File: config.mk
export PLATFORM = sky130hd
export DESIGN_NAME = pid_controller_clamped
export DESIGN_NICKNAME = d
export VERILOG_FILES = /design/src/pidc_pkg.sv /design/src/pidc_csr.sv /design/src/pidc_integ.sv /design/src/pidc_mac.sv /design/src/pid_controller_clamped.sv
export VERILOG_INCLUDE_DIRS = /design/src /design/src/src
export SDC_FILE = /design/constraint.sdc
export NUM_CORES = 2
export LEC_CHECK = 0
export ABC_AREA = 1
export BUFFER_PORTS_ARGS = -buffer_cell sky130_fd_sc_hd__buf_2
export CAP_MARGIN = 20
export CORE_MARGIN = 2
export CORE_UTILIZATION = 58
export DETAILED_ROUTE_END_ITERATION = 12
export PLACE_DENSITY = 0.77
export SYNTH_ARGS = -nofsm -noshare
export SYNTH_HDL_FRONTEND = slang
export SYNTH_SLANG_ARGS = --single-unit
File: constraint.sdc
create_clock -name clock -period 7 [get_ports clock]
set_input_delay 0.7 -clock clock [delete_from_list [all_inputs] [get_ports clock]]
set_output_delay 0.7 -clock clock [all_outputs]
set_load 0.005 [all_outputs]
File: src/assert_macros.svh
// Assertion helpers shared by the controller modules.
// Both expect signals named clock and reset in the enclosing scope.
`ifndef ASSERT_MACROS_SVH
`define ASSERT_MACROS_SVH

// A property that must hold at every clock edge outside reset.
`define CHECK_PROP(lbl, prop, msg) \
   lbl: assert property (@(posedge clock) disable iff (reset) (prop)) else $error(msg);

// When cond holds, result must hold in the next cycle.
`define CHECK_NEXT(lbl, cond, result, msg) \
   lbl: assert property (@(posedge clock) disable iff (reset) (cond) |=> (result)) \
      else $error(msg);

`endif

File: src/pidc_pkg.sv
`timescale 1ns / 1ps

package pidc_pkg;

   // Register file geometry: seven 32-bit registers at byte addresses 4*i.
   localparam int CSR_ADDR_W = 5;
   localparam int CSR_DATA_W = 32;

   typedef enum logic [2:0] {
      REG_TARGET         = 3'd0,
      REG_GAIN_P         = 3'd1,
      REG_GAIN_I         = 3'd2,
      REG_GAIN_D         = 3'd3,
      REG_DRIVE_MIN      = 3'd4,
      REG_DRIVE_MAX      = 3'd5,
      REG_INTEGRAL_LIMIT = 3'd6
   } reg_index_type;

   localparam logic [15:0] TARGET_RESET    = 16'h0000;
   localparam logic [15:0] GAIN_RESET      = 16'h0000;
   localparam logic [15:0] DRIVE_MIN_RESET = 16'hFF9C;   // -100
   localparam logic [15:0] DRIVE_MAX_RESET = 16'h0064;   // +100
   localparam logic [30:0] LIMIT_RESET     = 31'h7FFF_FFFF;

   // Product widths: Q8.8 gain times error, integral and difference.
   localparam int ERR_W    = 17;
   localparam int DIFF_W   = 18;
   localparam int ACC_W    = 32;
   localparam int PROD_P_W = 16 + ERR_W;
   localparam int PROD_I_W = 16 + ACC_W;
   localparam int PROD_D_W = 16 + DIFF_W;
   localparam int SUM_W    = PROD_I_W + 2;
   localparam int FRAC_W   = 8;

   typedef struct packed {
      logic [15:0] target;
      logic [15:0] gain_p;
      logic [15:0] gain_i;
      logic [15:0] gain_d;
      logic [15:0] drive_min;
      logic [15:0] drive_max;
      logic [30:0] integral_limit;
   } cfg_type;

   // Operands handed from the integrator stage to the multiplier stage.
   typedef struct packed {
      logic [ERR_W-1:0]  err;
      logic [DIFF_W-1:0] diff;
      logic [ACC_W-1:0]  acc;
   } stage1_type;

endpackage

File: src/pidc_csr.sv
`timescale 1ns / 1ps

module pidc_csr
   import pidc_pkg::*;
(
   input  logic                  clock,
   input  logic                  reset,
   input  logic                  psel,
   input  logic                  penable,
   input  logic                  pwrite,
   input  logic [CSR_ADDR_W-1:0] paddr,
   input  logic [CSR_DATA_W-1:0] pwdata,
   output logic [CSR_DATA_W-1:0] prdata,
   output logic                  pready,
   output cfg_type               cfg,
   output logic                  clear_state
);

   cfg_type       cfg_ff;
   cfg_type       cfg_in;
   reg_index_type reg_sel;
   logic          write_en;

   assign reg_sel  = reg_index_type'(paddr[CSR_ADDR_W-1:2]);
   assign write_en = psel && penable && pwrite;
   assign pready   = 1'b1;
   assign cfg      = cfg_ff;

   always_comb begin
      cfg_in      = cfg_ff;
      clear_state = 1'b0;
      if (write_en) begin
         case (reg_sel)
            REG_TARGET: begin
               cfg_in.target = pwdata[15:0];
            end
            REG_GAIN_P: begin
               cfg_in.gain_p = pwdata[15:0];
               clear_state   = 1'b1;
            end
            REG_GAIN_I: begin
               cfg_in.gain_i = pwdata[15:0];
               clear_state   = 1'b1;
            end
            REG_GAIN_D: begin
               cfg_in.gain_d = pwdata[15:0];
               clear_state   = 1'b1;
            end
            REG_DRIVE_MIN: begin
               cfg_in.drive_min = pwdata[15:0];
            end
            REG_DRIVE_MAX: begin
               cfg_in.drive_max = pwdata[15:0];
            end
            REG_INTEGRAL_LIMIT: begin
               cfg_in.integral_limit = pwdata[30:0];
            end
            default: begin
               cfg_in = cfg_ff;
            end
         endcase
      end
   end

   // Signed registers read back sign-extended.
   always_comb begin
      case (reg_sel)
         REG_TARGET:         prdata = {{16{cfg_ff.target[15]}}, cfg_ff.target};
         REG_GAIN_P:         prdata = {{16{cfg_ff.gain_p[15]}}, cfg_ff.gain_p};
         REG_GAIN_I:         prdata = {{16{cfg_ff.gain_i[15]}}, cfg_ff.gain_i};
         REG_GAIN_D:         prdata = {{16{cfg_ff.gain_d[15]}}, cfg_ff.gain_d};
         REG_DRIVE_MIN:      prdata = {{16{cfg_ff.drive_min[15]}}, cfg_ff.drive_min};
         REG_DRIVE_MAX:      prdata = {{16{cfg_ff.drive_max[15]}}, cfg_ff.drive_max};
         REG_INTEGRAL_LIMIT: prdata = {1'b0, cfg_ff.integral_limit};
         default:            prdata = '0;
      endcase
   end

   always_ff @(posedge clock) begin
      if (reset) begin
         cfg_ff.target         <= TARGET_RESET;
         cfg_ff.gain_p         <= GAIN_RESET;
         cfg_ff.gain_i         <= GAIN_RESET;
         cfg_ff.gain_d         <= GAIN_RESET;
         cfg_ff.drive_min      <= DRIVE_MIN_RESET;
         cfg_ff.drive_max      <= DRIVE_MAX_RESET;
         cfg_ff.integral_limit <= LIMIT_RESET;
      end else begin
         cfg_ff <= cfg_in;
      end
   end

endmodule

File: src/pidc_integ.sv
`timescale 1ns / 1ps

module pidc_integ
   import pidc_pkg::*;
(
   input  logic        clock,
   input  logic        reset,
   input  cfg_type     cfg,
   input  logic        clear_state,
   input  logic        req_valid,
   output logic        req_stall,
   input  logic [15:0] req_measurement,
   input  logic        s2_free,
   output logic        s1_valid,
   output stage1_type  s1
);

   `include "assert_macros.svh"

   logic              s1_valid_ff;
   logic              s1_valid_in;
   stage1_type        s1_ff;
   logic [ACC_W-1:0]  acc_ff;
   logic [ACC_W-1:0]  acc_in;
   logic [ERR_W-1:0]  prev_ff;
   logic [ERR_W-1:0]  err;
   logic [DIFF_W-1:0] diff;
   logic [ACC_W:0]    acc_sum;
   logic [ACC_W:0]    lim_pos;
   logic [ACC_W:0]    lim_neg;
   logic [ACC_W:0]    acc_clip;
   logic              s1_free;
   logic              take;
   logic signed [ACC_W-1:0] acc_s;
   logic signed [ACC_W-1:0] lim_s;

   assign s1_free   = !s1_valid_ff || s2_free;
   assign req_stall = !s1_free;
   assign take      = req_valid && s1_free;

   assign err  = {cfg.target[15], cfg.target} - {req_measurement[15], req_measurement};
   assign diff = {err[ERR_W-1], err} - {prev_ff[ERR_W-1], prev_ff};

   // Accumulate one bit wider than the state so the clamp sees the true sum.
   assign acc_sum = {acc_ff[ACC_W-1], acc_ff}
                  + {{(ACC_W+1-ERR_W){err[ERR_W-1]}}, err};
   assign lim_pos = {2'b00, cfg.integral_limit};
   assign lim_neg = -lim_pos;

   always_comb begin
      acc_clip = acc_sum;
      if ($signed(acc_clip) > $signed(lim_pos)) begin
         acc_clip = lim_pos;
      end
      if ($signed(acc_clip) < $signed(lim_neg)) begin
         acc_clip = lim_neg;
      end
      acc_in = acc_clip[ACC_W-1:0];
   end

   assign s1_valid_in = s1_free ? take : 1'b1;

   always_ff @(posedge clock) begin
      if (reset) begin
         s1_valid_ff <= 1'b0;
         acc_ff      <= '0;
         prev_ff     <= '0;
      end else begin
         s1_valid_ff <= s1_valid_in;
         if (clear_state) begin
            acc_ff  <= '0;
            prev_ff <= '0;
         end else if (take) begin
            acc_ff  <= acc_in;
            prev_ff <= err;
         end
      end
   end

   always_ff @(posedge clock) begin
      if (take) begin
         s1_ff.err  <= err;
         s1_ff.diff <= diff;
         s1_ff.acc  <= acc_in;
      end
   end

   assign s1_valid = s1_valid_ff;
   assign s1       = s1_ff;

   assign acc_s = $signed(acc_ff);
   assign lim_s = $signed({1'b0, cfg.integral_limit});

   `CHECK_NEXT(a_integral_bound, take && !clear_state, (acc_s <= $past(lim_s)) && (acc_s >= -$past(lim_s)), "integral left its clamp range")
   `CHECK_NEXT(a_gain_write_clears, clear_state, (acc_ff == '0) && (prev_ff == '0), "gain write did not clear the integrator")

endmodule

File: src/pidc_mac.sv
`timescale 1ns / 1ps

module pidc_mac
   import pidc_pkg::*;
(
   input  logic        clock,
   input  logic        reset,
   input  cfg_type     cfg,
   input  logic        s1_valid,
   input  stage1_type  s1,
   output logic        s2_free,
   output logic        rsp_valid,
   input  logic        rsp_stall,
   output logic [15:0] rsp_drive,
   output logic        rsp_saturated
);

   `include "assert_macros.svh"

   logic signed [PROD_P_W-1:0] mul_p;
   logic signed [PROD_I_W-1:0] mul_i;
   logic signed [PROD_D_W-1:0] mul_d;
   logic [PROD_P_W-1:0]        prod_p_ff;
   logic [PROD_I_W-1:0]        prod_i_ff;
   logic [PROD_D_W-1:0]        prod_d_ff;
   logic                       s2_valid_ff;
   logic                       s2_valid_in;
   logic                       rsp_valid_ff;
   logic                       rsp_valid_in;
   logic [15:0]                drive_ff;
   logic [15:0]                drive_in;
   logic                       sat_ff;
   logic                       sat_in;
   logic [SUM_W-1:0]           sum;
   logic [SUM_W-FRAC_W-1:0]    scaled;
   logic [SUM_W-FRAC_W-1:0]    dmin_ext;
   logic [SUM_W-FRAC_W-1:0]    dmax_ext;
   logic [SUM_W-FRAC_W-1:0]    clip;
   logic                       out_free;

   assign out_free    = !rsp_valid_ff || !rsp_stall;
   assign s2_free     = !s2_valid_ff || out_free;
   assign s2_valid_in = s2_free ? s1_valid : 1'b1;
   assign rsp_valid_in = out_free ? s2_valid_ff : 1'b1;

   assign mul_p = $signed(cfg.gain_p) * $signed(s1.err);
   assign mul_i = $signed(cfg.gain_i) * $signed(s1.acc);
   assign mul_d = $signed(cfg.gain_d) * $signed(s1.diff);

   // Exact sum, then drop the Q8.8 fraction: an arithmetic shift floors.
   assign sum = {{(SUM_W-PROD_P_W){prod_p_ff[PROD_P_W-1]}}, prod_p_ff}
              + {{(SUM_W-PROD_I_W){prod_i_ff[PROD_I_W-1]}}, prod_i_ff}
              + {{(SUM_W-PROD_D_W){prod_d_ff[PROD_D_W-1]}}, prod_d_ff};
   assign scaled   = sum[SUM_W-1:FRAC_W];
   assign dmin_ext = {{(SUM_W-FRAC_W-16){cfg.drive_min[15]}}, cfg.drive_min};
   assign dmax_ext = {{(SUM_W-FRAC_W-16){cfg.drive_max[15]}}, cfg.drive_max};

   // Upper clip first, then lower, so an inverted pair settles on drive_min.
   always_comb begin
      clip   = scaled;
      sat_in = 1'b0;
      if ($signed(clip) > $signed(dmax_ext)) begin
         clip   = dmax_ext;
         sat_in = 1'b1;
      end
      if ($signed(clip) < $signed(dmin_ext)) begin
         clip   = dmin_ext;
         sat_in = 1'b1;
      end
      drive_in = clip[15:0];
   end

   always_ff @(posedge clock) begin
      if (reset) begin
         s2_valid_ff  <= 1'b0;
         rsp_valid_ff <= 1'b0;
      end else begin
         s2_valid_ff  <= s2_valid_in;
         rsp_valid_ff <= rsp_valid_in;
      end
   end

   always_ff @(posedge clock) begin
      if (s1_valid && s2_free) begin
         prod_p_ff <= mul_p;
         prod_i_ff <= mul_i;
         prod_d_ff <= mul_d;
      end
      if (s2_valid_ff && out_free) begin
         drive_ff <= drive_in;
         sat_ff   <= sat_in;
      end
   end

   assign rsp_valid     = rsp_valid_ff;
   assign rsp_drive     = drive_ff;
   assign rsp_saturated = sat_ff;

   `CHECK_NEXT(a_product_reaches_output, s2_valid_ff && out_free, rsp_valid_ff, "product word was lost before the output register")

endmodule

File: src/pid_controller_clamped.sv
`timescale 1ns / 1ps
// A word accepted at the input passes the operand, product and output registers in turn.
// Throughput: one word per cycle unless stalled, set by the combinational integral clamp.
// Reset is synchronous and active high: it clears the integral, the previous error and
// the pipeline valid flags, and loads the register defaults (drive limits -100 and +100,
// integral limit 2^31-1, target and gains zero).

module pid_controller_clamped
   import pidc_pkg::*;
(
   input  logic                  clock,
   input  logic                  reset,
   input  logic                  req_valid,
   output logic                  req_stall,
   input  logic [15:0]           req_measurement,
   output logic                  rsp_valid,
   input  logic                  rsp_stall,
   output logic [15:0]           rsp_drive,
   output logic                  rsp_saturated,
   input  logic                  psel,
   input  logic                  penable,
   input  logic                  pwrite,
   input  logic [CSR_ADDR_W-1:0] paddr,
   input  logic [CSR_DATA_W-1:0] pwdata,
   output logic [CSR_DATA_W-1:0] prdata,
   output logic                  pready
);

   cfg_type    cfg;
   logic       clear_state;
   logic       s1_valid;
   stage1_type s1;
   logic       s2_free;

   // Register file. A write to any of the three gains also clears the
   // controller state, so that a retuned loop starts from a clean integral.
   pidc_csr u_csr (
      .clock       (clock),
      .reset       (reset),
      .psel        (psel),
      .penable     (penable),
      .pwrite      (pwrite),
      .paddr       (paddr),
      .pwdata      (pwdata),
      .prdata      (prdata),
      .pready      (pready),
      .cfg         (cfg),
      .clear_state (clear_state)
   );

   // First stage. On accepting a word it forms the error and the difference
   // from the previous error, updates the clamped integral in the same cycle,
   // and registers all three operands. Integral and previous error are the only
   // feedback paths, so a new word can follow in the very next cycle unless stalled.
   pidc_integ u_integ (
      .clock           (clock),
      .reset           (reset),
      .cfg             (cfg),
      .clear_state     (clear_state),
      .req_valid       (req_valid),
      .req_stall       (req_stall),
      .req_measurement (req_measurement),
      .s2_free         (s2_free),
      .s1_valid        (s1_valid),
      .s1              (s1)
   );

   // Second and third stages. The three gain products are registered, then
   // summed, floored by the Q8.8 fraction and saturated into the output
   // register. Each stage moves on whenever the one after it is empty or is
   // itself moving, so a stall on the result side ripples back one stage at a
   // time and no word is dropped or repeated.
   pidc_mac u_mac (
      .clock         (clock),
      .reset         (reset),
      .cfg           (cfg),
      .s1_valid      (s1_valid),
      .s1            (s1),
      .s2_free       (s2_free),
      .rsp_valid     (rsp_valid),
      .rsp_stall     (rsp_stall),
      .rsp_drive     (rsp_drive),
      .rsp_saturated (rsp_saturated)
   );

endmodule

Yosys cells after proc, flatten, opt, wreduce, memory -nomap -nowiden --
Cells that the tools add are included.
Storage, ports and cells: register bits after elaboration 378, bits of input ports 60
Cells by class: add/sub/neg operators 6, $mul 3, order comparisons 4, equal/unequal tests 6, multiplexer cells 11, reduce and logical (&&, ||, !) cells 23
Operator list (count):
- $pmux 32 s7 | 1
- $add 50x50->50 | 1
- $add 33x48->49 | 1
- $mul 16x32->48 | 1
- $gt 42x16->1 | 1
- $lt 42x16->1 | 1
- $mux 42 | 1
- $mul 16x18->34 | 1
- $add 32x17->33 | 1
- $gt 33x32->1 | 1
- $lt 33x33->1 | 1
- $mul 16x17->33 | 1
- $mux 33 | 1
- $neg 31->33 | 1
- $mux 32 | 1
- $sub 17x17->18 | 1
- $sub 16x16->17 | 1
- $mux 16 | 1
- $reduce_and 2->1 | 7
- $eq 3x3->1 const B | 3
- $eq 3x2->1 const B | 2
- $mux 1 | 6
- $logic_and 1x1->1 | 5
- $logic_not 1->1 | 5
- 5 further kinds | 7

Depth between registers and ports, before layout --
word-level depth 6, depth in mapped cells 58, mapped depth without buffers 56

By module --
A second synthesis with hierarchy kept.
Second synthesis, totals: cells, all modules 8760, area, all modules 68568.3 sq um
Modules (own cells, without submodules):
- pidc_mac | times used 1, cells each 6337, area each 51310.5 sq um, seq. area each 4003.8 sq um
- pidc_integ | times used 1, cells each 1419, area each 10725.3 sq um, seq. area each 3012.9 sq um
- pidc_csr | times used 1, cells each 1004, area each 6532.5 sq um, seq. area each 2542.4 sq um

Worst setup path after synthesis --
OpenSTA, ideal clock, no wires.
path kind reg-to-reg, from register u_mac.prod_i_ff[0], to register u_mac.drive_ff[10] (netlist: u_mac.rsp_drive[10]) (data pin), setup time 0.253 ns, arrival 7.150 ns, required time 6.747 ns, setup slack -0.404 ns, stages on the path, launching flop included 57, path buffers 2, cells stage by stage edfxtp_1 ha_1 inv_1 fa_1 inv_1 nand3_1 nand2_1 a21oi_1 inv_1 a21oi_2 o21ai_1 a21oi_1 o21ai_1 nand2_1 nand2_1 nand2_1 nand2_1 nand3_1 [... 21 more ...] nand2_1 nand2_2 inv_1 nand2_1 buf_1 nand2_1 inv_1 ha_1 nand2_1 nor4_1 nand3b_1 nor4_1 nand2_4 nand2_4 nand2_2 buf_6 nand3_1 nand2_1
On the way: cells in the longest elaborated chain, start to end 6
Ends and longest elaborated chain:
- from (decl) | line pidc_mac.sv:24 | logic [PROD_I_W-1:0] prod_i_ff;
- from (signal assigned) | line pidc_mac.sv:86 | prod_i_ff <= mul_i;
- $add 33x48->49 (*) | line pidc_mac.sv:52 | + {{(SUM_W-PROD_I_W){prod_i_ff[PROD_I_W-1]}}, prod_i_ff}
- $add 50x50->50 (*) | line pidc_mac.sv:53 | + {{(SUM_W-PROD_D_W){prod_d_ff[PROD_D_W-1]}}, prod_d_ff};
- $gt 42x16->1 | line pidc_mac.sv:62 | if ($signed(clip) > $signed(dmax_ext)) begin
- $mux 42 (*) | line pidc_mac.sv:62
- $lt 42x16->1 | line pidc_mac.sv:66 | if ($signed(clip) < $signed(dmin_ext)) begin
- $mux 16 (*) | line pidc_mac.sv:66
- via u_mac.clip[10] | line pidc_mac.sv:38 | logic [SUM_W-FRAC_W-1:0] clip;
- to (signal assigned) | line pidc_mac.sv:90 | drive_ff <= drive_in;
- to (decl) | line pidc_mac.sv:30 | logic [15:0] drive_ff;
The timed path passes the listed nets; every way through them passes the cells marked *. A chain may end at the register's enable or synchronous reset.

Worst setup path after layout --
from register u_csr.cfg_ff (netlist bit u_csr.cfg[111]), to register u_integ.acc_ff[21]
On the way: cells in the longest elaborated chain, start to end 6
Ends and longest elaborated chain:
- from (decl) | line pidc_csr.sv:19 | cfg_type cfg_ff;
- from (signal assigned) | line pidc_csr.sv:89 | cfg_ff <= cfg_in;
- $sub 16x16->17 (*) | line pidc_integ.sv:41 | assign err = {cfg.target[15], cfg.target} - {req_measurement[15], req_measurement};
- via u_integ.err[6] | line pidc_integ.sv:26 | logic [ERR_W-1:0] err;
- $add 32x17->33 (*) | line pidc_integ.sv:46 | + {{(ACC_W+1-ERR_W){err[ERR_W-1]}}, err};
- $gt 33x32->1 | line pidc_integ.sv:52 | if ($signed(acc_clip) > $signed(lim_pos)) begin
- $mux 33 (*) | line pidc_integ.sv:52
- $lt 33x33->1 | line pidc_integ.sv:55 | if ($signed(acc_clip) < $signed(lim_neg)) begin
- $mux 32 (*) | line pidc_integ.sv:55
- to (signal assigned) | line pidc_integ.sv:74 | acc_ff <= acc_in;
- to (decl) | line pidc_integ.sv:23 | logic [ACC_W-1:0] acc_ff;
Marks and branches as above.

==> out/results.txt <==
Achievable Freq: 129 MHz
Core Rows: 124
CP Launch Point: u_csr.cfg[111]
Cts-stage hold buffer count: 0
DRC viols: 0
Share of post-route cells with drive strength above 1: 20.2%
Min setup slack post-route: -0.740 ns
Commonest non-fill, non-tap cell in the layout: inv_1
Worst R2R Setup Slack: -0.74 ns
Required time worst endpoint: 7.58 ns
Crit-path leading delay family: simple AND/OR/NAND/NOR gates
Actual slew at the worst max-slew pin: 1.06 ns
Post-route ant nets: 0
Rel. slew slack: 29.5%
Syn_nets: 10.1k
Yosys reg bits: 378
CP Max Fanout: 7
Worst-Skew Late Latency: 0.65 ns
Fraction of registers with async set/reset: 0%
Yosys top cell area share: 31.6%
Syn. warnings: 0
Nature of the critical path endpoint: register
Post-Layout Cell Count: 10.8k
Hold_ws: 0.269 ns
Starting Density: 58.5%
Failing checks: negative setup slack
Synth area leaders: fa_1, inv_1, ha_1
Vias in the first global route: 62.7k
Critical path type: register to register
Worst Reg2Reg Path Length in Cells: 51
Leading area contributor after synthesis: fa_1
All-layer global routing usage: 36.9%
Drt initial violations: 5979
Most frequent cells in the layout: inv_1, nand2_1, fa_1
Synth Area per Inst: 7.95 um^2
Final Slew Violations: 0
CP Launch Type: register
Highest ir drop seen on vdd: 0.000287 V
IO Pins: 112
Nets: 11.0k
Vias/cell: 5.67
Worst hold path class: input pin to register
CTS tree: done
Worst Setup EP: u_integ.acc_ff[21]
WP data arrival: 8.32 ns
Outcome: complete, but fails checks
Die X: 344 um
Gpl congestion: 1.02
Final Critical Period: 7.74 ns
Top_reg_cell synth: edfxtp_1
CTS Buffer Depth: 3
Power per cell area: 206 nW/um^2
Crit path max-delay cell type: fa_2
Die Span Y: 344 um
CTS Sinks: 378
Reg clk slew, reported paths: 0.07 ns
Placed Cells incl. Taps: 10.6k
Total power draw: 16.8 mW
Critical R2R Launch: u_csr.cfg[111]
Netlist cell types: 63
LEAKAGE: 40.3 nW
Routed WL per cell: 20.7 um
Clock skew: 0.0564 ns
Global route overflow: 0
Largest net degree at the start of global routing: 150
CP max stage delay: 0.36 ns
First-pass GRT wire length: 338 mm
RR Endpoint: u_integ.acc_ff[21]
H-Tree Depth: 2
Fill count: 8432
DIE AREA: 118000 um^2
Cell mode on critical path: nand2_1
Path length in cells of the critical path: 51
Clk root buf: clkbuf_16
Synthesized area: 66900 um^2
Post-route clock period utilization: 111%
Syn Inst Count: 8417
Via count: 61.4k
Core area: 114000 um^2
RSZ-0062 raised after global routing: yes
Final hold vios: 0
Port Buffers: 107
Final setup vio count: 81
Total wire length: 224 mm
Layout area overhead: 21.5%
CTS buffer count: 46
Post-detail-place hpwl: 172 mm
Initial antenna violation count: 12
Pre-CTS WS: -1.06 ns
Max_cap viols: 0
Sequential share of the synthesized area: 14.3%
Drt pass-1 iters: 12
CP Buf/Inv Count: 13
EDFF count, synth: 199
sequential cells by signal, indices dropped and copies added (netlist names):
| signal | count |
|---|---|
| u_integ.s1_valid | 1 |
| u_integ.acc_ff | 32 |
| u_mac.rsp_valid | 1 |
| u_mac.prod_i_ff | 48 |
| u_mac.prod_p_ff | 33 |
| u_mac.s2_valid_ff | 1 |
| u_mac.rsp_saturated | 1 |
| u_csr.cfg | 127 |
| u_integ.s1 | 67 |
| u_mac.rsp_drive | 16 |
| u_mac.prod_d_ff | 34 |
| u_integ.prev_ff | 17 |
where the power goes:
| part | leakage (nW) | switching, mW | internal, mW |
|---|---|---|---|
| Sequential | 3.40 | 0.580 | 2.69 |
| Clock | 0.740 | 1.11 | 1.31 |
| Combinational | 36.2 | 6.15 | 4.95 |
cells by family after synthesis:
kind of cell / share of synthesized area [%]
AO/OA/AOI/OAI: 9.25
flip-flops: 14.3
buffers and inverters: 13.2
XOR/XNOR: 3.89
other: 0.00560
AND/OR/NAND/NOR: 16.7
adder cells (fa/ha/maj): 42.7
worst min-delay path, cell delays in order:
cell     delay, ns
buf_2         0.07
a21oi_1       0.05
o21ai_0       0.06
Yosys cell counts, types with 113 or more instances:
cell type,count
clkbuf_1,239
o21ai_0,341
xor2_1,184
edfxtp_1,199
nand3_1,164
inv_1,2022
nor2_1,473
fa_1,1056
dfxtp_1,179
a21oi_1,493
ha_1,595
nand2_1,1740
xnor2_1,113
per-layer routing:
layer | share of wire [%] | track usage, % | wire length, um
met1 | 36 | 45.3 | 81100
met2 | 45 | 58.2 | 99600
met3 | 10 | 8.19 | 23100
met4 | 8.9 | 25.4 | 19900
met5 | 0.058 | 0.521 | 129
timing repair:
item	CTS	global route
cloned	21	2
buffers inserted	89	51
endpoints found under the setup margin	81	91
pin swaps	169	197
resized for setup	463	325
worst min path at each step:
stage,startpoint,endpoint,slack (ns),cells after the start
after detailed placement,u_integ.s1_valid,u_mac.s2_valid_ff,0.46,2
after floorplan,u_integ.prev_ff[2],u_integ.prev_ff[2],0.44,2
after CTS,pwdata[17],u_csr.cfg[17],0.27,3
after global routing,pwdata[25],u_csr.cfg[25],0.29,3
final,pwdata[17],u_csr.cfg[17],0.27,3
after global placement,u_integ.prev_ff[2],u_integ.prev_ff[2],0.45,2
layout make-up:
| cell class | count | area [um^2] | area share [%] |
|---|---|---|---|
| Tap cell | 1512 | 1890 | 2.33 |
| Timing Repair Buffer | 1071 | 8520 | 10.5 |
| Clock inverter | 34 | 323 | 0.397 |
| Sequential cell | 378 | 9570 | 11.8 |
| Clock buffer | 52 | 1190 | 1.47 |
| Antenna cell | 9 | 22.5 | 0.0277 |
| Inverter | 2037 | 7670 | 9.43 |
| Multi-Input combinational cell | 5728 | 52100 | 64.1 |
per-stage QoR:
step / instance area, um^2 / TNS [ns] / utilization (%)
after floorplan: 67000 / 0 / -
final: 81300 / -49.03 / 71.1
after CTS: 79400 / -11.13 / 69.4
after global routing: 81300 / -70.72 / 71.1
after detailed placement: 74600 / -79.98 / 65.2
after global placement: 74600 / -70.09 / 65.2
Power figures use the tool's default switching activity.
